==> src/rtl/core/rctc_pkg.sv <==
// Shared types and constants for the reference-counted tag cache table.
package rctc_pkg;

    localparam int unsigned TAG_W  = 16;
    localparam int unsigned REFS_W = 8;
    localparam int unsigned SLOT_W = 5;

    localparam logic [REFS_W-1:0] REFS_MAX = '1;

    typedef enum logic [1:0] {
        CMD_ACQUIRE = 2'd0,
        CMD_DUP     = 2'd1,
        CMD_RELEASE = 2'd2,
        CMD_LOCK    = 2'd3
    } cmd_t;

    typedef enum logic [1:0] {
        ST_OK    = 2'd0,
        ST_FULL  = 2'd1,
        ST_OVER  = 2'd2,
        ST_UNDER = 2'd3
    } status_t;

    typedef enum logic [1:0] {
        FSM_IDLE,
        FSM_SCAN,
        FSM_READ,
        FSM_MODIFY
    } fsm_t;

    // one table entry as stored in the slot memory
    typedef struct packed {
        logic [TAG_W-1:0]  tag;
        logic              used;
        logic [REFS_W-1:0] refs;
        logic              valid;
    } entry_t;

    // request context handed to the update logic
    typedef struct packed {
        cmd_t             cmd;
        logic             found;
        logic             have_free;
        logic             in_range;
        logic             no_links;
        logic [TAG_W-1:0] num;
    } op_t;

    // response fields, slot number excluded
    typedef struct packed {
        status_t           status;
        logic              was_hit;
        logic [REFS_W-1:0] count;
        logic              destroy;
        logic              need_load;
    } resp_t;

endpackage

==> src/rtl/core/rctc_slot_mem.sv <==
// Slot memory: registered synchronous read, one write port, per-entry written flags.
module rctc_slot_mem
    import rctc_pkg::*;
#(
    parameter int unsigned SLOTS = 32,
    parameter int unsigned AW    = 5
) (
    input  logic          aclk,
    input  logic          aresetn,
    input  logic [AW-1:0] rd_addr,
    output entry_t        rd_entry,
    input  logic          wr_en,
    input  logic [AW-1:0] wr_addr,
    input  entry_t        wr_entry
);

    entry_t             mem [SLOTS];
    logic [SLOTS-1:0]   written_reg;
    entry_t             rd_data_reg;
    logic               rd_written_reg;

    always_ff @(posedge aclk) begin
        if (wr_en) begin
            mem[wr_addr] <= wr_entry;
        end
        rd_data_reg <= mem[rd_addr];
    end

    // never-written entries read back as free (unused, count zero, invalid)
    always_ff @(posedge aclk) begin
        if (!aresetn) begin
            written_reg    <= '0;
            rd_written_reg <= 1'b0;
        end else begin
            if (wr_en) begin
                written_reg[wr_addr] <= 1'b1;
            end
            rd_written_reg <= written_reg[rd_addr];
        end
    end

    always_comb begin
        rd_entry     = rd_data_reg;
        if (!rd_written_reg) begin
            rd_entry.used  = 1'b0;
            rd_entry.refs  = '0;
            rd_entry.valid = 1'b0;
        end
    end

endmodule

==> src/rtl/core/rctc_update.sv <==
// Read-modify-write logic: new entry contents and response for one request.
module rctc_update
    import rctc_pkg::*;
(
    input  op_t    op,
    input  entry_t entry,
    output entry_t new_entry,
    output logic   wr_en,
    output resp_t  resp
);

    logic [REFS_W-1:0] refs_inc;
    logic [REFS_W-1:0] refs_dec;

    assign refs_inc = entry.refs + REFS_W'(1);
    assign refs_dec = entry.refs - REFS_W'(1);

    always_comb begin
        new_entry = entry;
        wr_en     = 1'b0;
        resp      = '{status: ST_OK, was_hit: 1'b0, count: '0,
                      destroy: 1'b0, need_load: 1'b0};
        case (op.cmd)
            CMD_ACQUIRE: begin
                if (op.found) begin
                    resp.was_hit = 1'b1;
                    if (entry.refs == REFS_MAX) begin
                        resp.status = ST_OVER;
                        resp.count  = entry.refs;
                    end else begin
                        new_entry.refs = refs_inc;
                        wr_en          = 1'b1;
                        resp.count     = refs_inc;
                    end
                end else if (op.have_free) begin
                    new_entry = '{tag: op.num, used: 1'b1, refs: REFS_W'(1), valid: 1'b0};
                    wr_en      = 1'b1;
                    resp.count = REFS_W'(1);
                end else begin
                    resp.status = ST_FULL;
                end
            end
            CMD_DUP: begin
                if (op.in_range) begin
                    resp.count = entry.refs;
                    if (entry.refs == REFS_MAX) begin
                        resp.status = ST_OVER;
                    end else begin
                        new_entry.refs = refs_inc;
                        wr_en          = 1'b1;
                        resp.count     = refs_inc;
                    end
                end
            end
            CMD_RELEASE: begin
                if (op.in_range) begin
                    if (entry.refs == '0) begin
                        resp.status = ST_UNDER;
                    end else begin
                        new_entry.refs = refs_dec;
                        wr_en          = 1'b1;
                        resp.count     = refs_dec;
                        // last reference gone and no links: free the slot
                        if (refs_dec == '0 && op.no_links) begin
                            new_entry.used  = 1'b0;
                            new_entry.valid = 1'b0;
                            resp.destroy    = 1'b1;
                        end
                    end
                end
            end
            CMD_LOCK: begin
                if (op.in_range) begin
                    resp.need_load  = ~entry.valid;
                    resp.count      = entry.refs;
                    new_entry.valid = 1'b1;
                    wr_en           = 1'b1;
                end
            end
            default: begin
            end
        endcase
    end

endmodule

==> src/rtl/core/refcounted_tag_cache_table_top.sv <==
// Top level of the reference-counted tag cache table: control FSM and slot scan.
//
// Usage:
//   Request channel (s_*): command, object number, slot index, no-links flag.
//   Result channel (m_*): one result per request, in request order.
//   Acquire walks every slot through the memory read port, one slot a
//   cycle, looking for the first tag match and the first zero-count slot,
//   then reads the chosen slot and writes it back.
//   Dup, release and lock read the addressed slot and write it back.
//   One request is in work at a time; s_ready is high while the block is
//   idle, also while an earlier result still sits in the output register.
//   The single slot memory read port sets the pace: one slot read per cycle.
//   If the receiver stalls, the finished request waits in the modify step
//   and the memory is not written until the output register is free.
//   Reset: synchronous, active low. All slots read as free (unused, count
//   zero, contents invalid) right after reset; no clearing pass is needed.
//   A slot index at or beyond SLOTS is ignored and echoed with count zero.
module refcounted_tag_cache_table_top
    import rctc_pkg::*;
#(
    parameter int unsigned SLOTS = 32
) (
    input  logic              aclk,
    input  logic              aresetn,
    input  logic              s_valid,
    output logic              s_ready,
    input  logic [1:0]        s_command,
    input  logic [TAG_W-1:0]  s_object_number,
    input  logic [SLOT_W-1:0] s_slot_index,
    input  logic              s_no_links_left,
    output logic              m_valid,
    input  logic              m_ready,
    output logic [SLOT_W-1:0] m_result_slot,
    output logic [1:0]        m_status,
    output logic              m_was_hit,
    output logic [REFS_W-1:0] m_count_after,
    output logic              m_destroy,
    output logic              m_need_load
);

    localparam int unsigned AW = $clog2(SLOTS);     // slot address width
    localparam int unsigned CW = $clog2(SLOTS + 1); // scan counter, holds SLOTS
    localparam int unsigned IW = (AW > SLOT_W) ? AW : SLOT_W;

    // control state
    fsm_t              state_reg,  state_next;
    logic              pend_reg,   pend_next;   // scan read data valid this cycle
    logic              m_valid_reg, m_valid_next;

    // request context
    cmd_t              cmd_reg,     cmd_next;
    logic [TAG_W-1:0]  num_reg,     num_next;
    logic [SLOT_W-1:0] idx_reg,     idx_next;
    logic              nolinks_reg, nolinks_next;
    logic              inrng_reg,   inrng_next;

    // scan bookkeeping
    logic [CW-1:0]     scan_cnt_reg, scan_cnt_next;
    logic [AW-1:0]     pend_addr_reg, pend_addr_next;
    logic              found_reg,   found_next;
    logic              free_reg,    free_next;
    logic [AW-1:0]     hit_at_reg,  hit_at_next;
    logic [AW-1:0]     free_at_reg, free_at_next;
    logic [AW-1:0]     addr_reg,    addr_next;

    // result register
    logic [SLOT_W-1:0] rslot_reg,   rslot_next;
    resp_t             resp_reg,    resp_next;

    // memory and update wiring
    logic [AW-1:0]     rd_addr;
    entry_t            rd_entry;
    logic              mem_wr;
    entry_t            new_entry;
    logic              upd_wr;
    resp_t             upd_resp;
    op_t               op;

    logic [IW-1:0]     s_idx_wide;
    logic [AW-1:0]     acq_addr;
    logic              out_free;
    logic              tag_match;

    assign s_idx_wide = IW'(s_slot_index);
    assign acq_addr   = found_reg ? hit_at_reg : free_at_reg;
    assign out_free   = !m_valid_reg || m_ready;
    assign tag_match  = rd_entry.used && (rd_entry.tag == num_reg);

    assign op = '{cmd: cmd_reg, found: found_reg, have_free: free_reg,
                  in_range: inrng_reg, no_links: nolinks_reg, num: num_reg};

    rctc_slot_mem #(
        .SLOTS (SLOTS),
        .AW    (AW)
    ) u_slot_mem (
        .aclk     (aclk),
        .aresetn  (aresetn),
        .rd_addr  (rd_addr),
        .rd_entry (rd_entry),
        .wr_en    (mem_wr),
        .wr_addr  (addr_reg),
        .wr_entry (new_entry)
    );

    rctc_update u_update (
        .op        (op),
        .entry     (rd_entry),
        .new_entry (new_entry),
        .wr_en     (upd_wr),
        .resp      (upd_resp)
    );

    always_ff @(posedge aclk) begin
        if (!aresetn) begin
            state_reg   <= FSM_IDLE;
            pend_reg    <= 1'b0;
            m_valid_reg <= 1'b0;
        end else begin
            state_reg   <= state_next;
            pend_reg    <= pend_next;
            m_valid_reg <= m_valid_next;
        end
    end

    always_ff @(posedge aclk) begin
        cmd_reg       <= cmd_next;
        num_reg       <= num_next;
        idx_reg       <= idx_next;
        nolinks_reg   <= nolinks_next;
        inrng_reg     <= inrng_next;
        scan_cnt_reg  <= scan_cnt_next;
        pend_addr_reg <= pend_addr_next;
        found_reg     <= found_next;
        free_reg      <= free_next;
        hit_at_reg    <= hit_at_next;
        free_at_reg   <= free_at_next;
        addr_reg      <= addr_next;
        rslot_reg     <= rslot_next;
        resp_reg      <= resp_next;
    end

    always_comb begin
        state_next     = state_reg;
        pend_next      = 1'b0;
        m_valid_next   = m_valid_reg && !m_ready;
        cmd_next       = cmd_reg;
        num_next       = num_reg;
        idx_next       = idx_reg;
        nolinks_next   = nolinks_reg;
        inrng_next     = inrng_reg;
        scan_cnt_next  = scan_cnt_reg;
        pend_addr_next = pend_addr_reg;
        found_next     = found_reg;
        free_next      = free_reg;
        hit_at_next    = hit_at_reg;
        free_at_next   = free_at_reg;
        addr_next      = addr_reg;
        rslot_next     = rslot_reg;
        resp_next      = resp_reg;
        rd_addr        = addr_reg;
        mem_wr         = 1'b0;
        s_ready        = 1'b0;

        case (state_reg)
            FSM_IDLE: begin
                s_ready = 1'b1;
                // direct commands read their slot right at acceptance
                rd_addr = s_idx_wide[AW-1:0];
                if (s_valid) begin
                    cmd_next      = cmd_t'(s_command);
                    num_next      = s_object_number;
                    idx_next      = s_slot_index;
                    nolinks_next  = s_no_links_left;
                    inrng_next    = 32'(s_slot_index) < SLOTS;
                    addr_next     = s_idx_wide[AW-1:0];
                    scan_cnt_next = '0;
                    found_next    = 1'b0;
                    free_next     = 1'b0;
                    hit_at_next   = '0;
                    free_at_next  = '0;
                    state_next    = (cmd_t'(s_command) == CMD_ACQUIRE) ?
                                    FSM_SCAN : FSM_MODIFY;
                end
            end
            FSM_SCAN: begin
                rd_addr = scan_cnt_reg[AW-1:0];
                if (scan_cnt_reg < CW'(SLOTS)) begin
                    pend_next      = 1'b1;
                    pend_addr_next = scan_cnt_reg[AW-1:0];
                    scan_cnt_next  = scan_cnt_reg + CW'(1);
                end else begin
                    state_next = FSM_READ;
                end
                // first tag match and first zero-count slot, in slot order
                if (pend_reg) begin
                    if (!found_reg && tag_match) begin
                        found_next  = 1'b1;
                        hit_at_next = pend_addr_reg;
                    end
                    if (!free_reg && rd_entry.refs == '0) begin
                        free_next    = 1'b1;
                        free_at_next = pend_addr_reg;
                    end
                end
            end
            FSM_READ: begin
                rd_addr    = acq_addr;
                addr_next  = acq_addr;
                state_next = FSM_MODIFY;
            end
            FSM_MODIFY: begin
                // re-read the same slot while stalled so the data stays current
                rd_addr = addr_reg;
                if (out_free) begin
                    mem_wr       = upd_wr;
                    resp_next    = upd_resp;
                    m_valid_next = 1'b1;
                    state_next   = FSM_IDLE;
                    if (cmd_reg == CMD_ACQUIRE) begin
                        rslot_next = (found_reg || free_reg) ? SLOT_W'(addr_reg) : '0;
                    end else begin
                        rslot_next = idx_reg;
                    end
                end
            end
            default: begin
                state_next = FSM_IDLE;
            end
        endcase
    end

    assign m_valid       = m_valid_reg;
    assign m_result_slot = rslot_reg;
    assign m_status      = resp_reg.status;
    assign m_was_hit     = resp_reg.was_hit;
    assign m_count_after = resp_reg.count;
    assign m_destroy     = resp_reg.destroy;
    assign m_need_load   = resp_reg.need_load;

endmodule

==> config.mk <==
export PLATFORM = sky130hd
export DESIGN_NAME = refcounted_tag_cache_table_top
export DESIGN_NICKNAME = d
export VERILOG_FILES = /design/src/rtl/core/rctc_pkg.sv /design/src/rtl/core/rctc_slot_mem.sv /design/src/rtl/core/rctc_update.sv /design/src/rtl/core/refcounted_tag_cache_table_top.sv
export SDC_FILE = /design/constraint.sdc
export NUM_CORES = 1
export LEC_CHECK = 0
export BUFFER_PORTS_ARGS = -buffer_cell sky130_fd_sc_hd__buf_2
export CORE_MARGIN = 4
export CORE_UTILIZATION = 55
export CTS_BUF_LIST = sky130_fd_sc_hd__clkbuf_4
export DETAILED_ROUTE_END_ITERATION = 6
export MAX_ROUTING_LAYER = met4
export PLACE_DENSITY = 0.78
export SLEW_MARGIN = 40
export SYNTH_ARGS = -nofsm -noshare
export SYNTH_HDL_FRONTEND = slang
export SYNTH_SLANG_ARGS = --single-unit
==> constraint.sdc <==
create_clock -name aclk -period 4.86 [get_ports aclk]
set_input_delay 0.486 -clock aclk [delete_from_list [all_inputs] [get_ports aclk]]
set_output_delay 0.486 -clock aclk [all_outputs]
set_load 0.05 [all_outputs]
==> summary.txt, run 1 <==
Route
  – Vias: 25,523
  – Drt via density: 6.28
  – Met2 wire length: ~46,000 um
  – M1 WL: between 30,000 and 40,000 um
  – Antenna-violating nets left: 0
  – Metal3 WL: 12,600 um
  – Post-route DRC: 0
  – Top layer in use: met4
  – TritonRoute pass-1 iters: 6
  – Final wirelength: approximately 100,000 um
  – Starting DRT DRC Count: ~3,600
  – Mean routed wirelength per cell: around 25 um

Pwr
  – Internal: ~0.018 W
  – Pleak: approximately 15 nW
  – Sw frac: roughly two fifths
  – Clock network fraction of total power: roughly a fifth
  – NetSw: 0.0129 W
  – Pwr dens: 704 nW/um^2
  – Share of power burned in registers: 36.3%
  – Worst IR Drop VDD: just over 0.0007 V
  – Comb pwr share: 42.8%

Floorplan
  – Die H: approximately 270 um
  – Row cnt: 97
  – Core area: approximately 70,000 sq um
  – Initial Util: between 50% and 60%
  – DIE WIDTH: 273 um
  – I/O pins: between 40 and 50
  – Full die area: ~75,000 sq um

Cells and area
  – Most frequent cells in the layout: 902 x edfxtp_1, 468 x nand2_1, 343 x clkbuf_4, 216 x a211oi_1, 213 x and3_1
  – Layout cells sized above 1: around 19%
  – Final nets: between 2,000 and 3,000
  – Util after Layout: 62.5%
  – Fin area: approximately 44,000 sq um
  – Max reg flops: between 800 and 900
  – Syn-to-layout area delta: 12.8%
  – Filler cell count in the final layout: a little over 5,000
  – Commonest non-fill, non-tap cell in the layout: edfxtp_1

Worst setup path
  – R2R cell count: 10
  – CP top delay family: simple AND/OR/NAND/NOR gates
  – Critical-path top delay cell: ha_1
  – Worst EP required: slightly below 6000 ps
  – Setup crit end kind: flip-flop
  – RR Endpoint: u_slot_mem.rd_data_reg[7]
  – Kind of critical path: flip-flop to flip-flop
  – R2R Setup Slk: 800 ps
  – CP Cell Sequence: inv_1 -> ha_1 -> nand2b_4 -> nand2_8 -> buf_12 -> buf_16 -> a211oi_1 -> a31oi_1 -> o22ai_1 -> nor4_2
  – Buf/Inv on CP: 3
  – Critical path depth: 10
  – Largest stage delay, worst path: ~670 ps
  – CP Launch Type: flip-flop
  – Critical Path Fanout Max: about 110
  – Arr. time, crit path: between 4000 and 5000 ps
  – RR Startpoint: state_reg[0]

Min path
  – HP Start: s_object_number[11]
  – Hold path depth: 2
  – Worst min-delay path class: input pin to flip-flop
  – WHS Endpoint: num_reg[11]

Global route
  – Initial antenna violation count: 2
  – Global Route Usage Sum: 27.2%
  – First-pass GRT wire length: 149,000 um
  – Grt ovf: 0
  – Number of global-route vias before repair: between 20,000 and 25,000
  – Pin count of the biggest net entering global routing: ~180

STA
  – Fin Setup TNS: 0 ps
  – Slew HR: 40.8%
  – Final setup violation count: 0
  – Worst slew pin tran: ~890 ps
  – Fin Clk Skew: about 92 ps
  – Fmax: approximately 0.25 GHz
  – Final cycle utilization of the critical path: 83.4%
  – Period minus WS final: between 4000 and 5000 ps
  – RSZ-0062 raised after global routing: false
  – Pins Over Slew Limit: 0
  – Hold Fails Final Rpt: 0

Clocking
  – CTS tree: built
  – CTS clk-pin slew, worst paths: ~70 ps
  – Root buffer cell: clkbuf_4
  – Setup Buffers After CTS: 0
  – Sink Count: between 900 and 1,000
  – Clock Path Buffers: 3
  – CTS Buf Count: 224
  – Clock latency on the worst-skew pair: 1080 ps
  – H-tree depth: 4

Logic synthesis
  – Yosys warns: 0
  – Syn Area/Cell: 14.0 sq um
  – Mapped Cells: between 2,000 and 3,000
  – Top_reg_cell synth: edfxtp_1
  – Sequential area share after synthesis: approximately 73%
  – Flops & latches, synth: 965
  – Post-synth EDFFs: ~900
  – Syn nets: ~2,800
  – Distinct cells, synth: 66
  – Synthesized area: a little under 40,000 sq um
  – Post-synthesis async set-or-reset flop share: 0%

Placement
  – Post-Place Cell Area: roughly 40,000 sq um
  – DP HPWL: between 50,000 and 60,000 um
  – Routability congestion estimate: 0.929
  – Number of I/O port buffers: 47

Run status
  – Status: finished clean

Flow run
  – Max_cap viols: 0
## kinds of logic (layout without fill, tap and decap cells)
logic type / count (synthesis) / count (layout) / synth area share [%]
AO/OA/AOI/OAI: 653 / 653 / 11.5
XOR/XNOR: 26 / 26 / 0.588
other: 0 / 4 / 0
AND/OR/NAND/NOR: 856 / 856 / 11.0
adder cells (fa/ha/maj): 9 / 9 / 0.291
multiplexers: 26 / 26 / 0.743
buffers and inverters: 228 / 583 / 2.71
flip-flops: 965 / 965 / 73.2
## how the worst max path moves through the flow
| stage | from | end | slack [ps] |
|---|---|---|---|
| 2_1_floorplan | u_slot_mem.rd_written_reg | u_slot_mem.mem[29][0] | 1400 |
| 3_3_place_gp | state_reg[0] | u_slot_mem.rd_data_reg[2] | 1060 |
| 3_5_place_dp | state_reg[0] | u_slot_mem.rd_data_reg[2] | 980 |
| 4_1_cts | state_reg[0] | u_slot_mem.rd_data_reg[2] | 950 |
| 5_1_grt | state_reg[0] | u_slot_mem.rd_data_reg[7] | 570 |
| 6_report | state_reg[0] | u_slot_mem.rd_data_reg[7] | 800 |
## synth_stat cells, types with 14 or more instances
cell | n | share of area, %
a211oi_1 | 217 | 4.2
a21oi_1 | 19 | 0.25
a31oi_1 | 212 | 3.4
and3_1 | 213 | 3.4
buf_2 | 78 | 1.0
clkbuf_1 | 110 | 1.1
dfxtp_1 | 63 | 3.3
edfxtp_1 | 902 | 70
inv_1 | 14 | 0.14
mux2_2 | 22 | 0.64
nand2_1 | 469 | 4.5
nand3_1 | 17 | 0.22
nor2_1 | 59 | 0.57
nor4_2 | 27 | 0.87
o21a_1 | 34 | 0.66
o21ai_0 | 21 | 0.27
o22ai_1 | 105 | 1.7
xor2_1 | 16 | 0.36
## routing by layer
layer	up-vias	global-route usage (%)
met5	-	-
met4	0	9.14
met3	196	7.85
met2	1550	40.2
met1	12546	36.7
li1	11231	-
## layout make-up
class	count	area, sq um	area share, %
clock inverter	72	353	0.808
clock buffer	343	2570	5.89
inverter	14	52.6	0.120
tap	940	1180	2.69
timing repair buffer	154	1480	3.39
multi-input combinational	1570	9690	22.2
sequential	965	28300	64.9
antenna	4	10.0	0.0229
## what timing repair did
action                                 CTS  global route
hold buffers                            28             0
gates resized for setup                  0             0
endpoints found under the hold margin   49             0
## stage by stage
step           hold WS, ps  cells  worst slack [ps]  power (W)
6_report               182   4062               804     0.0308
2_1_floorplan          433   2763              1400     0.0197
4_1_cts               61.0   4047               948     0.0305
5_1_grt                116   4061               570     0.0323
3_3_place_gp           438   3600              1060     0.0236
3_5_place_dp           445   3604               977     0.0241
## power by group through the flow
stage               registers, W  logic, W  clock network (W)
floorplan                 0.0111   0.00866                  0
global placement          0.0113    0.0123                  0
detailed placement        0.0113    0.0128                  0
CTS                       0.0111    0.0128            0.00653
global route              0.0112    0.0141            0.00702
finish                    0.0112    0.0132            0.00643
(Power assumes the default switching activity.)
==> run 2, diff against run 1 <==
- PLACE_DENSITY: 0.78 -> 0.81
- clock period: 4.86 -> 3.46 ns (I/O delays scaled with it)
==> summary.txt, run 2 (synthesis results as in run 1) <==
Run status
  – Status: complete, but fails checks (was finished clean)
  – Failing checks: DRC, setup timing

Worst setup path
  – CP Launch Type: flip-flop (unchanged)
  – Arr. time, crit path: 4430 ps (was 4970 ps)
  – R2R cell count: 11 (was 10)
  – RR Startpoint: state_reg[0] (unchanged)
  – RR Endpoint: u_slot_mem.rd_data_reg[5] (was u_slot_mem.rd_data_reg[7])
  – Worst EP required: 4380 ps (was 5770 ps)
  – Crit path launch: state_reg[0] (unchanged)
  – Kind of critical path: flip-flop to flip-flop (unchanged)
  – R2R Setup Slk: -50 ps (was 800 ps)
  – Setup crit end kind: flip-flop (unchanged)
  – Critical Path Fanout Max: 26 (was 113)
  – Worst setup path end: u_slot_mem.rd_data_reg[5] (was u_slot_mem.rd_data_reg[7])

STA
  – Final cycle utilization of the critical path: 102% (was 83.4%)
  – Fin Clk Skew: 89.5 ps (was 91.5 ps)
  – Worst slew pin tran: 875 ps (was 889 ps)
  – Fmax: 0.285 GHz (was 0.247 GHz)
  – Final worst slack: -52.7 ps (was 804 ps)
  – RSZ-0062 raised after global routing: false (unchanged)
  – Pins Over Slew Limit: 0 (unchanged)
  – Hold Fails Final Rpt: 0 (unchanged)
  – Final setup violation count: 1 (was 0)
  – Hold_ws: 120 ps (was 182 ps)
  – Slew HR: 41.5% (was 40.8%)
  – Period minus WS final: 3510 ps (was 4060 ps)

Route
  – Vias: 26,983 (was 25,523)
  – TritonRoute pass-1 iters: 7 (was 6)
  – Antenna-violating nets left: 0 (unchanged)
  – Starting DRT DRC Count: 4,148 (was 3,569)
  – Drt via density: 6.52 (was 6.28)
  – Final wirelength: 108,000 um (was 100,000 um)
  – Post-route DRC: 1 (was 0)
  – Mean routed wirelength per cell: 26.2 um (was 24.7 um)

Floorplan
  – Initial Util: 55.4% (unchanged)
  – Full die area: 74,700 sq um (unchanged)
  – Core area: 69,900 sq um (unchanged)
  – DIE WIDTH: 273 um (unchanged)
  – I/O pins: 48 (unchanged)
  – Die H: 273 um (unchanged)
  – Row cnt: 97 (unchanged)

Pwr
  – Sw frac: 41.3% (was 41.8%)
  – Share of power burned in registers: 34.9% (was 36.3%)
  – Internal: 0.0261 W (was 0.0179 W)
  – Pleak: 15.6 nW (was 15.0 nW)
  – Pwr dens: 986 nW/um^2 (was 704 nW/um^2)
  – Clock network fraction of total power: 20.9% (about the same)
  – Total power after layout: 0.0444 W (was 0.0308 W)
  – NetSw: 0.0183 W (was 0.0129 W)
  – Worst IR Drop VDD: 0.000730 V (was 0.000725 V)
  – Comb pwr share: 44.2% (was 42.8%)

Cells and area
  – Most frequent cells in the layout: 902 x edfxtp_1, 468 x nand2_1, 341 x clkbuf_4, 216 x a211oi_1, 213 x and3_1 (was 902 x edfxtp_1, 468 x nand2_1, 343 x clkbuf_4, 216 x a211oi_1, 213 x and3_1)
  – Layout cells sized above 1: 21.2% (was 19.4%)
  – Syn-to-layout area delta: 16.3% (was 12.8%)
  – Final nets: 3,057 (was 2,966)
  – Fin area: 45,100 sq um (was 43,700 sq um)
  – Commonest non-fill, non-tap cell in the layout: edfxtp_1 (unchanged)
  – Util after Layout: 64.5% (was 62.5%)
  – Max reg flops: 832 (unchanged)
  – Filler cell count in the final layout: 4,617 (was 5,118)

Clocking
  – Sink Count: 965 (unchanged)
  – CTS tree: built (unchanged)
  – CTS Buf Count: 221 (was 224)
  – Clock latency on the worst-skew pair: 1090 ps (was 1080 ps)
  – Clock Path Buffers: 3 (unchanged)
  – CTS clk-pin slew, worst paths: 70 ps (about the same)
  – Root buffer cell: clkbuf_4 (unchanged)
  – H-tree depth: 4 (unchanged)

Min path
  – Worst min-delay path class: input pin to flip-flop (unchanged)

Global route
  – Initial antenna violation count: 1 (was 2)
  – Global Route Usage Sum: 28.9% (was 27.2%)
  – Pin count of the biggest net entering global routing: 86 (was 184)
  – Number of global-route vias before repair: 26,154 (was 24,920)
  – First-pass GRT wire length: 157,000 um (was 149,000 um)
  – Grt ovf: 0 (unchanged)

Placement
  – Number of I/O port buffers: 47 (unchanged)
  – DP HPWL: 62,300 um (was 58,200 um)
  – Post-Place Cell Area: 41,500 sq um (was 40,200 sq um)
  – Routability congestion estimate: 0.887 (was 0.929)

Flow run
  – Max_cap viols: 0 (unchanged)
## run 2: changes by cell type in the layout (fill, tap and decap cells not counted), moves of 2 or more
cell / change
buf_4: +28
dlygate4sd3_1: +21
buf_12: +19
buf_8: +16
clkinv_1: -12
buf_16: +11
bufinv_16: +4
clkinv_2: -4
clkinvlp_4: +3
inv_6: -3
a31o_2: +2
buf_6: -2
clkbuf_4: -2
diode_2: -2
## run 2: how the worst min path moves through the flow
| stage | startpoint | endpoint | cells past startpoint |
|---|---|---|---|
| after CTS | s_object_number[11] | num_reg[11] | 2 |
| after floorplan | u_slot_mem.written_reg[10] | u_slot_mem.written_reg[10] | 1 |
| after detailed placement | u_slot_mem.written_reg[11] | u_slot_mem.written_reg[11] | 1 |
| after global placement | u_slot_mem.written_reg[11] | u_slot_mem.written_reg[11] | 1 |
| after global routing | s_object_number[0] | num_reg[0] | 2 |
| final | s_object_number[0] | num_reg[0] | 2 |
## run 2: final cells by class
class	instances	area, sq um	area share, %
antenna	2	5.00	0.0111
sequential	965	28300	62.9
multi-input combinational	1572	9750	21.6
clock buffer	341	2560	5.68
clock inverter	60	397	0.880
inverter	14	52.6	0.117
tap	940	1180	2.61
timing repair buffer	246	2780	6.16
## run 2: repair_timing
action | in CTS | in global routing
hold buffers | 49 | 0
hold endpoints to repair | 94 | 0
buffers inserted | 0 | 5
gates resized for setup | 0 | 4
setup endpoints to repair | 0 | 8
## run 2: worst max-delay path, cell delays in order (launching register included)
cell      delay [ps]
dfxtp_1          340
inv_1            120
ha_2             520
buf_4            260
a221oi_1          70
a22oi_1          280
buf_4            270
nor2_1            90
nand2_1           80
buf_4            430
o22ai_1          280
nor4_2           590
## run 2: per-layer routing
metal  track usage [%]  vias to the layer above  wire [um]
li1                  -                    11412          -
met1              36.7                    12965      37500
met2              44.1                     2245      50700
met3              8.00                      361      15800
met4              12.6                        0       4460
met5                 -                        -          0
## run 2: power groups by stage
stage | Clock, W | Combinational [W] | Sequential (W)
after floorplan | 0 | 0.0122 | 0.0156
after global placement | 0 | 0.0177 | 0.0157
after detailed placement | 0 | 0.0185 | 0.0157
after CTS | 0.00932 | 0.0187 | 0.0155
after global routing | 0.0100 | 0.0206 | 0.0155
final | 0.00928 | 0.0196 | 0.0155
## run 2: metrics by stage
step                std cells  setup WS [ps]  TNS, ps
floorplan                2763           2.63        0
global placement         3641            275        0
detailed placement       3679            192        0
CTS                      4129            139        0
global route             4140           9.78        0
finish                   4140          -52.7    -52.7
